===== src/rtl/core/hrht_pkg.sv =====
// ============================================================================
// hrht_pkg
// Shared types and constants for the HTTP request head tokenizer.
// ============================================================================
package hrht_pkg;

  // Default width of the per-field length limits.
  localparam int LIMIT_BITS_DEF = 12;

  // Reset values of the limit registers, truncated to the limit width on use.
  localparam int unsigned METHOD_LIMIT_RST  = 100;
  localparam int unsigned TARGET_LIMIT_RST  = 1000;
  localparam int unsigned VERSION_LIMIT_RST = 50;
  localparam int unsigned NAME_LIMIT_RST    = 1000;
  localparam int unsigned VALUE_LIMIT_RST   = 1000;

  // Number of limit registers and their indexes.
  localparam int NUM_LIMITS = 5;
  localparam int REG_IDX_BITS = 3;
  localparam logic [REG_IDX_BITS-1:0] REG_METHOD_LIMIT  = 3'd0;
  localparam logic [REG_IDX_BITS-1:0] REG_TARGET_LIMIT  = 3'd1;
  localparam logic [REG_IDX_BITS-1:0] REG_VERSION_LIMIT = 3'd2;
  localparam logic [REG_IDX_BITS-1:0] REG_NAME_LIMIT    = 3'd3;
  localparam logic [REG_IDX_BITS-1:0] REG_VALUE_LIMIT   = 3'd4;

  // Special bytes of the request syntax.
  localparam logic [7:0] CH_SP    = 8'h20;
  localparam logic [7:0] CH_CR    = 8'h0D;
  localparam logic [7:0] CH_LF    = 8'h0A;
  localparam logic [7:0] CH_COLON = 8'h3A;

  // Parser phase. Code 7 is unused and behaves as the method phase.
  typedef enum logic [2:0] {
    PH_METHOD  = 3'd0,
    PH_TARGET  = 3'd1,
    PH_VERSION = 3'd2,
    PH_LINE    = 3'd3,
    PH_NAME    = 3'd4,
    PH_VALUE   = 3'd5,
    PH_BLANK   = 3'd6
  } phase_t;

  // Byte role reported with every result.
  typedef enum logic [2:0] {
    ROLE_DELIM   = 3'd0,
    ROLE_METHOD  = 3'd1,
    ROLE_TARGET  = 3'd2,
    ROLE_VERSION = 3'd3,
    ROLE_NAME    = 3'd4,
    ROLE_VALUE   = 3'd5
  } role_t;

  // Per-byte classification produced by the step logic.
  typedef struct packed {
    role_t role;
    logic  field_done;
    logic  request_done;
    logic  request_error;
  } result_t;

endpackage


===== src/rtl/core/http_request_head_tokenizer_core.sv =====
// ============================================================================
// http_request_head_tokenizer_core
// Labels each byte of an HTTP request head with its role and field events.
// ============================================================================
//
//  Channel | Direction | Transaction payload
//  --------+-----------+------------------------------------------------------
//  in_     | sink      | one received request byte
//  out_    | source    | tdata: the byte; tuser: role, field_done,
//          |           | request_error; tlast marks the final LF of the head
//  cfg_    | APB slave | five field length limits at byte addresses 0..16
//
// The parser state advances at the edge that accepts the byte, and its
// result is registered into the output stage, so a byte may be accepted in
// every cycle while in_tready is high.
// A two-entry output stage (output register plus skid register) keeps in_tready
// registered; it drops only when both entries hold results.
// Reset (rst_n low, synchronous) returns the parser to the method phase,
// empties the output stage and loads the default limits.
// Limit registers should only be written while no byte is in flight.
//
module http_request_head_tokenizer_core #(
  parameter int LIMIT_BITS = hrht_pkg::LIMIT_BITS_DEF
) (
  input  logic        clk,
  input  logic        rst_n,
  // Input stream. in_tdata: [7:0] in_byte.
  input  logic        in_tvalid,
  output logic        in_tready,
  input  logic [7:0]  in_tdata,
  // Result stream. out_tdata: [7:0] out_byte. out_tuser: [2:0] role,
  // [3] field_done, [4] request_error. out_tlast carries request_done.
  output logic        out_tvalid,
  input  logic        out_tready,
  output logic [7:0]  out_tdata,
  output logic [4:0]  out_tuser,
  output logic        out_tlast,
  // Configuration port.
  input  logic        cfg_psel,
  input  logic        cfg_penable,
  input  logic        cfg_pwrite,
  input  logic [4:0]  cfg_paddr,
  input  logic [31:0] cfg_pwdata,
  output logic [31:0] cfg_prdata,
  output logic        cfg_pready
);
  import hrht_pkg::*;

  localparam logic [LIMIT_BITS-1:0] RST_METHOD  = LIMIT_BITS'(METHOD_LIMIT_RST);
  localparam logic [LIMIT_BITS-1:0] RST_TARGET  = LIMIT_BITS'(TARGET_LIMIT_RST);
  localparam logic [LIMIT_BITS-1:0] RST_VERSION = LIMIT_BITS'(VERSION_LIMIT_RST);
  localparam logic [LIMIT_BITS-1:0] RST_NAME    = LIMIT_BITS'(NAME_LIMIT_RST);
  localparam logic [LIMIT_BITS-1:0] RST_VALUE   = LIMIT_BITS'(VALUE_LIMIT_RST);

  // Limit registers.
  logic [NUM_LIMITS-1:0][LIMIT_BITS-1:0] limits_r;
  logic [REG_IDX_BITS-1:0]               cfg_idx;
  logic                                  cfg_wr;

  // Parser state.
  phase_t              phase_r,      phase_nxt;
  logic                cr_pending_r, cr_pending_nxt;
  logic [LIMIT_BITS:0] count_r,      count_nxt;
  result_t             step_result;

  // Output stage: main register and skid register.
  logic       out_valid_r,  skid_valid_r;
  logic [7:0] out_byte_r,   skid_byte_r;
  result_t    out_result_r, skid_result_r;

  logic in_fire;
  logic out_load;

  // --------------------------------------------------------------------------
  // Configuration port. Writes complete in the access phase; pready is tied
  // high. Indexes past the last limit are ignored.
  // --------------------------------------------------------------------------
  assign cfg_pready = 1'b1;
  assign cfg_idx    = cfg_paddr[4:2];
  assign cfg_wr     = cfg_psel && cfg_penable && cfg_pwrite && cfg_pready;

  always_ff @(posedge clk) begin
    if (!rst_n) begin
      limits_r[REG_METHOD_LIMIT]  <= RST_METHOD;
      limits_r[REG_TARGET_LIMIT]  <= RST_TARGET;
      limits_r[REG_VERSION_LIMIT] <= RST_VERSION;
      limits_r[REG_NAME_LIMIT]    <= RST_NAME;
      limits_r[REG_VALUE_LIMIT]   <= RST_VALUE;
    end else if (cfg_wr) begin
      unique case (cfg_idx)
        REG_METHOD_LIMIT:  limits_r[REG_METHOD_LIMIT]  <= cfg_pwdata[LIMIT_BITS-1:0];
        REG_TARGET_LIMIT:  limits_r[REG_TARGET_LIMIT]  <= cfg_pwdata[LIMIT_BITS-1:0];
        REG_VERSION_LIMIT: limits_r[REG_VERSION_LIMIT] <= cfg_pwdata[LIMIT_BITS-1:0];
        REG_NAME_LIMIT:    limits_r[REG_NAME_LIMIT]    <= cfg_pwdata[LIMIT_BITS-1:0];
        REG_VALUE_LIMIT:   limits_r[REG_VALUE_LIMIT]   <= cfg_pwdata[LIMIT_BITS-1:0];
        default: begin
        end
      endcase
    end
  end

  always_comb begin
    cfg_prdata = '0;
    unique case (cfg_idx)
      REG_METHOD_LIMIT:  cfg_prdata[LIMIT_BITS-1:0] = limits_r[REG_METHOD_LIMIT];
      REG_TARGET_LIMIT:  cfg_prdata[LIMIT_BITS-1:0] = limits_r[REG_TARGET_LIMIT];
      REG_VERSION_LIMIT: cfg_prdata[LIMIT_BITS-1:0] = limits_r[REG_VERSION_LIMIT];
      REG_NAME_LIMIT:    cfg_prdata[LIMIT_BITS-1:0] = limits_r[REG_NAME_LIMIT];
      REG_VALUE_LIMIT:   cfg_prdata[LIMIT_BITS-1:0] = limits_r[REG_VALUE_LIMIT];
      default: begin
      end
    endcase
  end

  // --------------------------------------------------------------------------
  // Parser. The step logic classifies the incoming byte against the current
  // state; the state moves on only when the byte transaction completes.
  // --------------------------------------------------------------------------
  hrht_step #(
    .LIMIT_BITS (LIMIT_BITS)
  ) u_step (
    .byte_i       (in_tdata),
    .phase_i      (phase_r),
    .cr_pending_i (cr_pending_r),
    .count_i      (count_r),
    .limits_i     (limits_r),
    .phase_o      (phase_nxt),
    .cr_pending_o (cr_pending_nxt),
    .count_o      (count_nxt),
    .result_o     (step_result)
  );

  assign in_tready = !skid_valid_r;
  assign in_fire   = in_tvalid && in_tready;

  always_ff @(posedge clk) begin
    if (!rst_n) begin
      phase_r      <= PH_METHOD;
      cr_pending_r <= 1'b0;
      count_r      <= '0;
    end else if (in_fire) begin
      phase_r      <= phase_nxt;
      cr_pending_r <= cr_pending_nxt;
      count_r      <= count_nxt;
    end
  end

  // --------------------------------------------------------------------------
  // Output stage. The main register refills whenever it is empty or being
  // taken, from the skid register first so that order is kept. A new result
  // that finds the main register stalled parks in the skid register, which
  // also closes in_tready until it drains.
  // --------------------------------------------------------------------------
  assign out_load = !out_valid_r || out_tready;

  always_ff @(posedge clk) begin
    if (!rst_n) begin
      out_valid_r  <= 1'b0;
      skid_valid_r <= 1'b0;
    end else if (out_load) begin
      if (skid_valid_r) begin
        out_valid_r  <= 1'b1;
        skid_valid_r <= 1'b0;
      end else begin
        out_valid_r <= in_fire;
      end
    end else if (in_fire) begin
      skid_valid_r <= 1'b1;
    end
  end

  always_ff @(posedge clk) begin
    if (out_load) begin
      if (skid_valid_r) begin
        out_byte_r   <= skid_byte_r;
        out_result_r <= skid_result_r;
      end else begin
        out_byte_r   <= in_tdata;
        out_result_r <= step_result;
      end
    end else if (in_fire) begin
      skid_byte_r   <= in_tdata;
      skid_result_r <= step_result;
    end
  end

  assign out_tvalid = out_valid_r;
  assign out_tdata  = out_byte_r;
  assign out_tuser  = {out_result_r.request_error, out_result_r.field_done,
                       out_result_r.role};
  assign out_tlast  = out_result_r.request_done;

endmodule


===== src/rtl/core/hrht_step.sv =====
// ============================================================================
// hrht_step
// Next-state and byte classification logic of the tokenizer for one byte.
// ============================================================================
module hrht_step #(
  parameter int LIMIT_BITS = hrht_pkg::LIMIT_BITS_DEF
) (
  input  logic [7:0]                                   byte_i,
  input  hrht_pkg::phase_t                             phase_i,
  input  logic                                         cr_pending_i,
  input  logic [LIMIT_BITS:0]                          count_i,
  input  logic [hrht_pkg::NUM_LIMITS-1:0][LIMIT_BITS-1:0] limits_i,
  output hrht_pkg::phase_t                             phase_o,
  output logic                                         cr_pending_o,
  output logic [LIMIT_BITS:0]                          count_o,
  output hrht_pkg::result_t                            result_o
);
  import hrht_pkg::*;

  logic [LIMIT_BITS:0]   count_base;
  logic [LIMIT_BITS:0]   count_kept;
  logic [LIMIT_BITS-1:0] limit_sel;
  logic                  over;

  // A header line starts its name count from zero on the first name byte.
  assign count_base = (phase_i == PH_LINE) ? '0 : count_i;
  assign count_kept = count_base + {{LIMIT_BITS{1'b0}}, 1'b1};

  always_comb begin
    unique case (phase_i)
      PH_TARGET:          limit_sel = limits_i[REG_TARGET_LIMIT];
      PH_VERSION:         limit_sel = limits_i[REG_VERSION_LIMIT];
      PH_LINE, PH_NAME:   limit_sel = limits_i[REG_NAME_LIMIT];
      PH_VALUE:           limit_sel = limits_i[REG_VALUE_LIMIT];
      default:            limit_sel = limits_i[REG_METHOD_LIMIT];
    endcase
  end

  assign over = count_kept > {1'b0, limit_sel};

  always_comb begin
    phase_o      = phase_i;
    cr_pending_o = cr_pending_i;
    count_o      = count_i;
    result_o     = '{role: ROLE_DELIM, field_done: 1'b0, request_done: 1'b0,
                     request_error: 1'b0};
    unique case (phase_i)
      PH_LINE: begin
        if (byte_i == CH_CR) begin
          phase_o = PH_BLANK;
        end else if (byte_i == CH_SP) begin
          // One leading space of a header line is skipped.
          phase_o = PH_NAME;
          count_o = '0;
        end else if (byte_i == CH_COLON) begin
          result_o.field_done = 1'b1;
          phase_o      = PH_VALUE;
          count_o      = '0;
          cr_pending_o = 1'b0;
        end else begin
          phase_o                = PH_NAME;
          result_o.role          = ROLE_NAME;
          count_o                = count_kept;
          result_o.request_error = over;
        end
      end
      PH_BLANK: begin
        result_o.request_done  = (byte_i == CH_LF);
        result_o.request_error = (byte_i != CH_LF);
        phase_o      = PH_METHOD;
        cr_pending_o = 1'b0;
        count_o      = '0;
      end
      PH_TARGET: begin
        if (byte_i == CH_SP) begin
          result_o.field_done = 1'b1;
          phase_o      = PH_VERSION;
          count_o      = '0;
          cr_pending_o = 1'b0;
        end else begin
          result_o.role          = ROLE_TARGET;
          count_o                = count_kept;
          result_o.request_error = over;
        end
      end
      PH_VERSION, PH_VALUE: begin
        if (byte_i == CH_CR) begin
          cr_pending_o = 1'b1;
        end else if (byte_i == CH_LF && cr_pending_i) begin
          result_o.field_done = 1'b1;
          cr_pending_o = 1'b0;
          count_o      = '0;
          phase_o      = PH_LINE;
        end else begin
          cr_pending_o           = 1'b0;
          result_o.role          = (phase_i == PH_VERSION) ? ROLE_VERSION : ROLE_VALUE;
          count_o                = count_kept;
          result_o.request_error = over;
        end
      end
      PH_NAME: begin
        if (byte_i == CH_COLON) begin
          result_o.field_done = 1'b1;
          phase_o      = PH_VALUE;
          count_o      = '0;
          cr_pending_o = 1'b0;
        end else begin
          result_o.role          = ROLE_NAME;
          count_o                = count_kept;
          result_o.request_error = over;
        end
      end
      default: begin
        if (byte_i == CH_SP) begin
          result_o.field_done = 1'b1;
          phase_o = PH_TARGET;
          count_o = '0;
        end else begin
          phase_o                = PH_METHOD;
          result_o.role          = ROLE_METHOD;
          count_o                = count_kept;
          result_o.request_error = over;
        end
      end
    endcase

    // An error drops the request; the next byte begins a new one.
    if (result_o.request_error) begin
      phase_o      = PH_METHOD;
      cr_pending_o = 1'b0;
      count_o      = '0;
    end
  end

endmodule


===== config.mk =====
export PLATFORM = sky130hd
export DESIGN_NAME = http_request_head_tokenizer_core
export DESIGN_NICKNAME = d
export VERILOG_FILES = /design/src/rtl/core/hrht_pkg.sv /design/src/rtl/core/http_request_head_tokenizer_core.sv /design/src/rtl/core/hrht_step.sv
export SDC_FILE = /design/constraint.sdc
export NUM_CORES = 1
export LEC_CHECK = 0
export BUFFER_PORTS_ARGS = -buffer_cell sky130_fd_sc_hd__buf_2
export CAP_MARGIN = 20
export CORE_ASPECT_RATIO = 2
export CORE_MARGIN = 8
export CORE_UTILIZATION = 50
export CTS_CLUSTER_SIZE = 16
export DETAILED_ROUTE_END_ITERATION = 12
export HOLD_SLACK_MARGIN = 0.03
export MAX_ROUTING_LAYER = met4
export PLACE_DENSITY = 0.74
export SETUP_SLACK_MARGIN = 0.15
export SLEW_MARGIN = 10
export SYNTH_ARGS = -nofsm -noshare
export SYNTH_HDL_FRONTEND = slang
export SYNTH_HIERARCHICAL = 1
export SYNTH_SLANG_ARGS = --single-unit

===== constraint.sdc =====
create_clock -name clk -period 3.35 [get_ports clk]
set_input_delay 0.335 -clock clk [delete_from_list [all_inputs] [get_ports clk]]
set_output_delay 0.335 -clock clk [all_outputs]
set_load 0.05 [all_outputs]

==> flow_metrics.py <==
metrics = {
    "clock_network": {
        "cts_max_path_buffers": 2,
        "clock_latency_ps": 350,
        "htree_levels": 3,
        "cts_hold_buf": 0,
        "clock-root-buffer": "clkbuf_16",
        "clock-sinks": 107,
        "cts_tree": "done",
        "cts_buffers": 9,
        "path_clk_slew_ps": 70,
    },
    "detailed_routing": {
        "drtIter0Drc": 411,
        "avgRoutedWirePerCell_um": 18.5,
        "met1_length_um": 7500,
        "num_vias": 5764,
        "first_pass_iters": 5,
        "highest_layer": "met4",
        "drt-total-wl_um": 17900,
        "wl_met3_um": 1040,
        "wl_met2_um": 8770,
        "drc": 0,
        "avgViaCountPerCell": 5.97,
        "drtAntennaViolNets": 0,
    },
    "synthesis": {
        "ys_types": 74,
        "synthArstFlopShare_pct": 0,
        "ys_seq_area_share_pct": 36.1,
        "syn_area_sq_um": 6720,
        "ys_seq_elements": 107,
        "synth_cells": 750,
        "synth_edf_count": 28,
        "synth.avg_cell_area_sq_um": 8.96,
        "yosys_warnings": 6,
        "synth_top_flop_cell": "dfxtp_1",
    },
    "sta": {
        "tns_ps": 0,
        "fmax_mhz": 314,
        "tightest_slew_ps": 865,
        "finalSetupViolCount": 0,
        "fin_crit_sh_pct": 95.0,
        "finalHoldViolCount": 0,
        "skew_ps": 7.38,
        "holdWs_ps": 235,
        "rsz0062_at_grt": "yes",
        "slew_violations": 0,
        "slew_headroom_pct": 42.3,
        "timing.final.crit_period_ps": 3180,
    },
    "die": {
        "die-width_um": 98.0,
        "die_y_um": 180,
        "io_pins": 101,
        "start_util_pct": 50.5,
        "fp-row-count": 60,
        "coreArea_sq_um": 13300,
        "dieArea_sq_um": 17600,
    },
    "run": {
        "cap_violations": 0,
    },
    "hold_path": {
        "holdPathEnd": "skid_byte_r[0]$_DFFE_PP_",
        "worstHoldPathType": "primary input to register",
        "hold_path.startpoint": "in_tdata[0]",
        "hold_depth": 1,
    },
    "worst_setup_path": {
        "crit_start": "phase_r[1]$_SDFFE_PN0P_",
        "crit_buf_inv": 3,
        "r2r_cells": 15,
        "reg2reg_from": "phase_r[1]$_SDFFE_PN0P_",
        "reg2reg_to": "out_tuser[4]$_DFFE_PP_",
        "slowest_stage": "ha_1",
        "arrival_ps": 3280,
        "path_cells": "nor2b_4 -> buf_4 -> buf_4 -> nand2_2 -> o21ai_0 -> a21oi_1 -> o22ai_1 -> ha_1 -> o21ai_0 -> a21oi_1 -> o31ai_2 -> a31oi_4 -> o22ai_4 -> inv_4 -> mux2_2",
        "max_stage_delay_ps": 330,
        "path_max_fanout": 12,
        "critPathKind": "register to register",
        "critPathTopFamily": "compound AO/OA/AOI/OAI gates",
        "required_ps": 3450,
        "critPathLaunchType": "register",
        "reg2reg_slack_ps": 170,
        "crit_path_end_kind": "register",
    },
    "status": {
        "status": "completed",
    },
    "final_layout": {
        "area_growth_pct": 12.8,
        "nets": 871,
        "drive_above_1_share_pct": 23.7,
        "diodes": 0,
    },
    "global_route": {
        "antenna_found_initial": 0,
        "grt_usage_pct": 20.3,
        "grt_first_pass_wirelength_um": 28500,
        "grt_pass1_vias": 5555,
        "grt_remaining_overflow": 0,
        "grt_start_max_net_pins": 85,
    },
    "pwr": {
        "max-vdd-ir-drop_mv": 0.291,
        "power.density_nw_per_um2": 361,
        "p_leak_nw": 2.97,
    },
    "placement": {
        "numPortBuffers": 57,
        "place_congestion": 0.926,
        "dp.final_hpwl_um": 12100,
    },
}
placed cells by master, fill, tap and decap left out, types with 5 or more instances in the layout:
cell type,n
dfxtp_1,76
nand3_1,11
a21boi_1,9
o21ai_0,49
a21boi_0,14
o211ai_1,6
clkbuf_16,9
ha_1,11
nor2_1,34
conb_1,21
a22oi_1,22
buf_4,37
inv_1,13
a22o_1,6
nand2_2,5
nand2b_1,5
a21oi_1,25
o21a_1,7
nand2_1,105
edfxtp_1,28
xnor2_1,7
nor2b_1,29
mux2_2,26
nand4_1,7
o22ai_1,24
mux2i_1,67
buf_2,57
through the flow:
stage	instances	utilization [%]	setup WS, ps	total power [mW]	cell area [sq um]
3_5_place_dp	944	53.8	73.8	1.74	7150
3_3_place_gp	944	53.8	137	1.73	7150
6_report	966	57.0	167	2.74	7580
2_1_floorplan	769	-	155	1.67	6830
5_1_grt	966	57.0	26.7	2.81	7580
4_1_cts	960	56.3	159	2.75	7480
layer usage:
metal / track usage (%) / up-vias
li1: - / 2776
met1: 24.0 / 2738
met4: 8.93 / 0
met3: 3.52 / 34
met5: - / -
met2: 33.0 / 216
flip-flops by register name, summed over array words and instances, names as in the netlist, 3 cells and up:
| name | count |
|---|---|
| skid_result_r | 6 |
| count_r | 13 |
| skid_byte_r | 8 |
| out_tuser | 5 |
| limits_r | 60 |
| phase_r | 3 |
| out_tdata | 8 |
synth_stat cells, drive strengths merged (3+ instances only):
cell type / number / area share [%]
nand2: 110 / 6.2
dfxtp: 79 / 24
mux2i: 67 / 10
o21ai: 51 / 3.9
buf: 44 / 4.6
nor2: 38 / 2.2
nor2b: 30 / 2.8
clkbuf: 28 / 1.9
edfxtp: 28 / 13
a21oi: 27 / 2.1
mux2: 26 / 4.4
o22ai: 25 / 2.5
a21boi: 23 / 2.6
a22oi: 23 / 2.8
inv: 15 / 0.84
ha: 13 / 2.4
nand3: 13 / 1.3
nor3: 8 / 0.91
and3: 7 / 0.76
nand4: 7 / 0.65
o211ai: 7 / 0.86
o21a: 7 / 0.78
xnor2: 7 / 0.91
a22o: 6 / 0.78
and2: 6 / 0.63
a31oi: 5 / 0.47
nand2b: 5 / 0.47
nor3b: 5 / 0.80
nor4: 5 / 0.69
xor2: 4 / 0.52
a211oi: 3 / 0.48
and3b: 3 / 0.43
nand4b: 3 / 0.39
o211a: 3 / 0.45
cells by family (layout without fill, tap and decap cells):
logic type,after synthesis,after routing,synth area share (%)
and+or+nand+nor,245,245,19.0
AOI/OAI and AO/OA,192,192,19.2
DFF,107,107,36.1
muxes,93,93,14.3
buffers and inverters,87,129,7.34
adders and majority gates,13,13,2.42
xor gates and xnor gates,11,11,1.43
other,2,21,0.112
how the worst max path moves through the flow:
stage | to | cells after the start
2_1_floorplan | out_tuser[4]$_DFFE_PP_ | 16
3_3_place_gp | phase_r[1]$_SDFFE_PN0P_ | 17
3_5_place_dp | count_r[2]$_SDFFE_PN0P_ | 16
4_1_cts | out_tuser[4]$_DFFE_PP_ | 14
5_1_grt | count_r[6]$_SDFFE_PN0P_ | 15
6_report | out_tuser[4]$_DFFE_PP_ | 15
where the power goes:
group          internal, mW  switching (mW)  leakage [nW]
logic                0.0984           0.261          1.92
clock network         0.518           0.499         0.136
registers              1.35          0.0123         0.912
worst reg2reg max path, stage by stage, from the launching register on:
cell	delay [ps]
dfxtp_2	320
nor2b_4	120
buf_4	120
buf_4	150
nand2_2	200
o21ai_0	130
a21oi_1	130
o22ai_1	120
ha_1	330
o21ai_0	200
a21oi_1	80
o31ai_2	280
a31oi_4	170
o22ai_4	250
inv_4	90
mux2_2	260
cell type report:
type	instances	area [sq um]
Fill cell	1175	5710
Multi-Input combinational cell	575	3990
Sequential cell	107	2430
Timing Repair Buffer	98	626
Clock buffer	11	233
Tap cell	155	194
Inverter	15	58.8
Clock inverter	5	46.3
timing repair:
item,in CTS,in global routing
buffers inserted,0,5
setup endpoints to repair,13,17
gates resized for setup,9,23
cloned,0,0
pin swaps,2,10
Power figures use the tool's default switching activity.
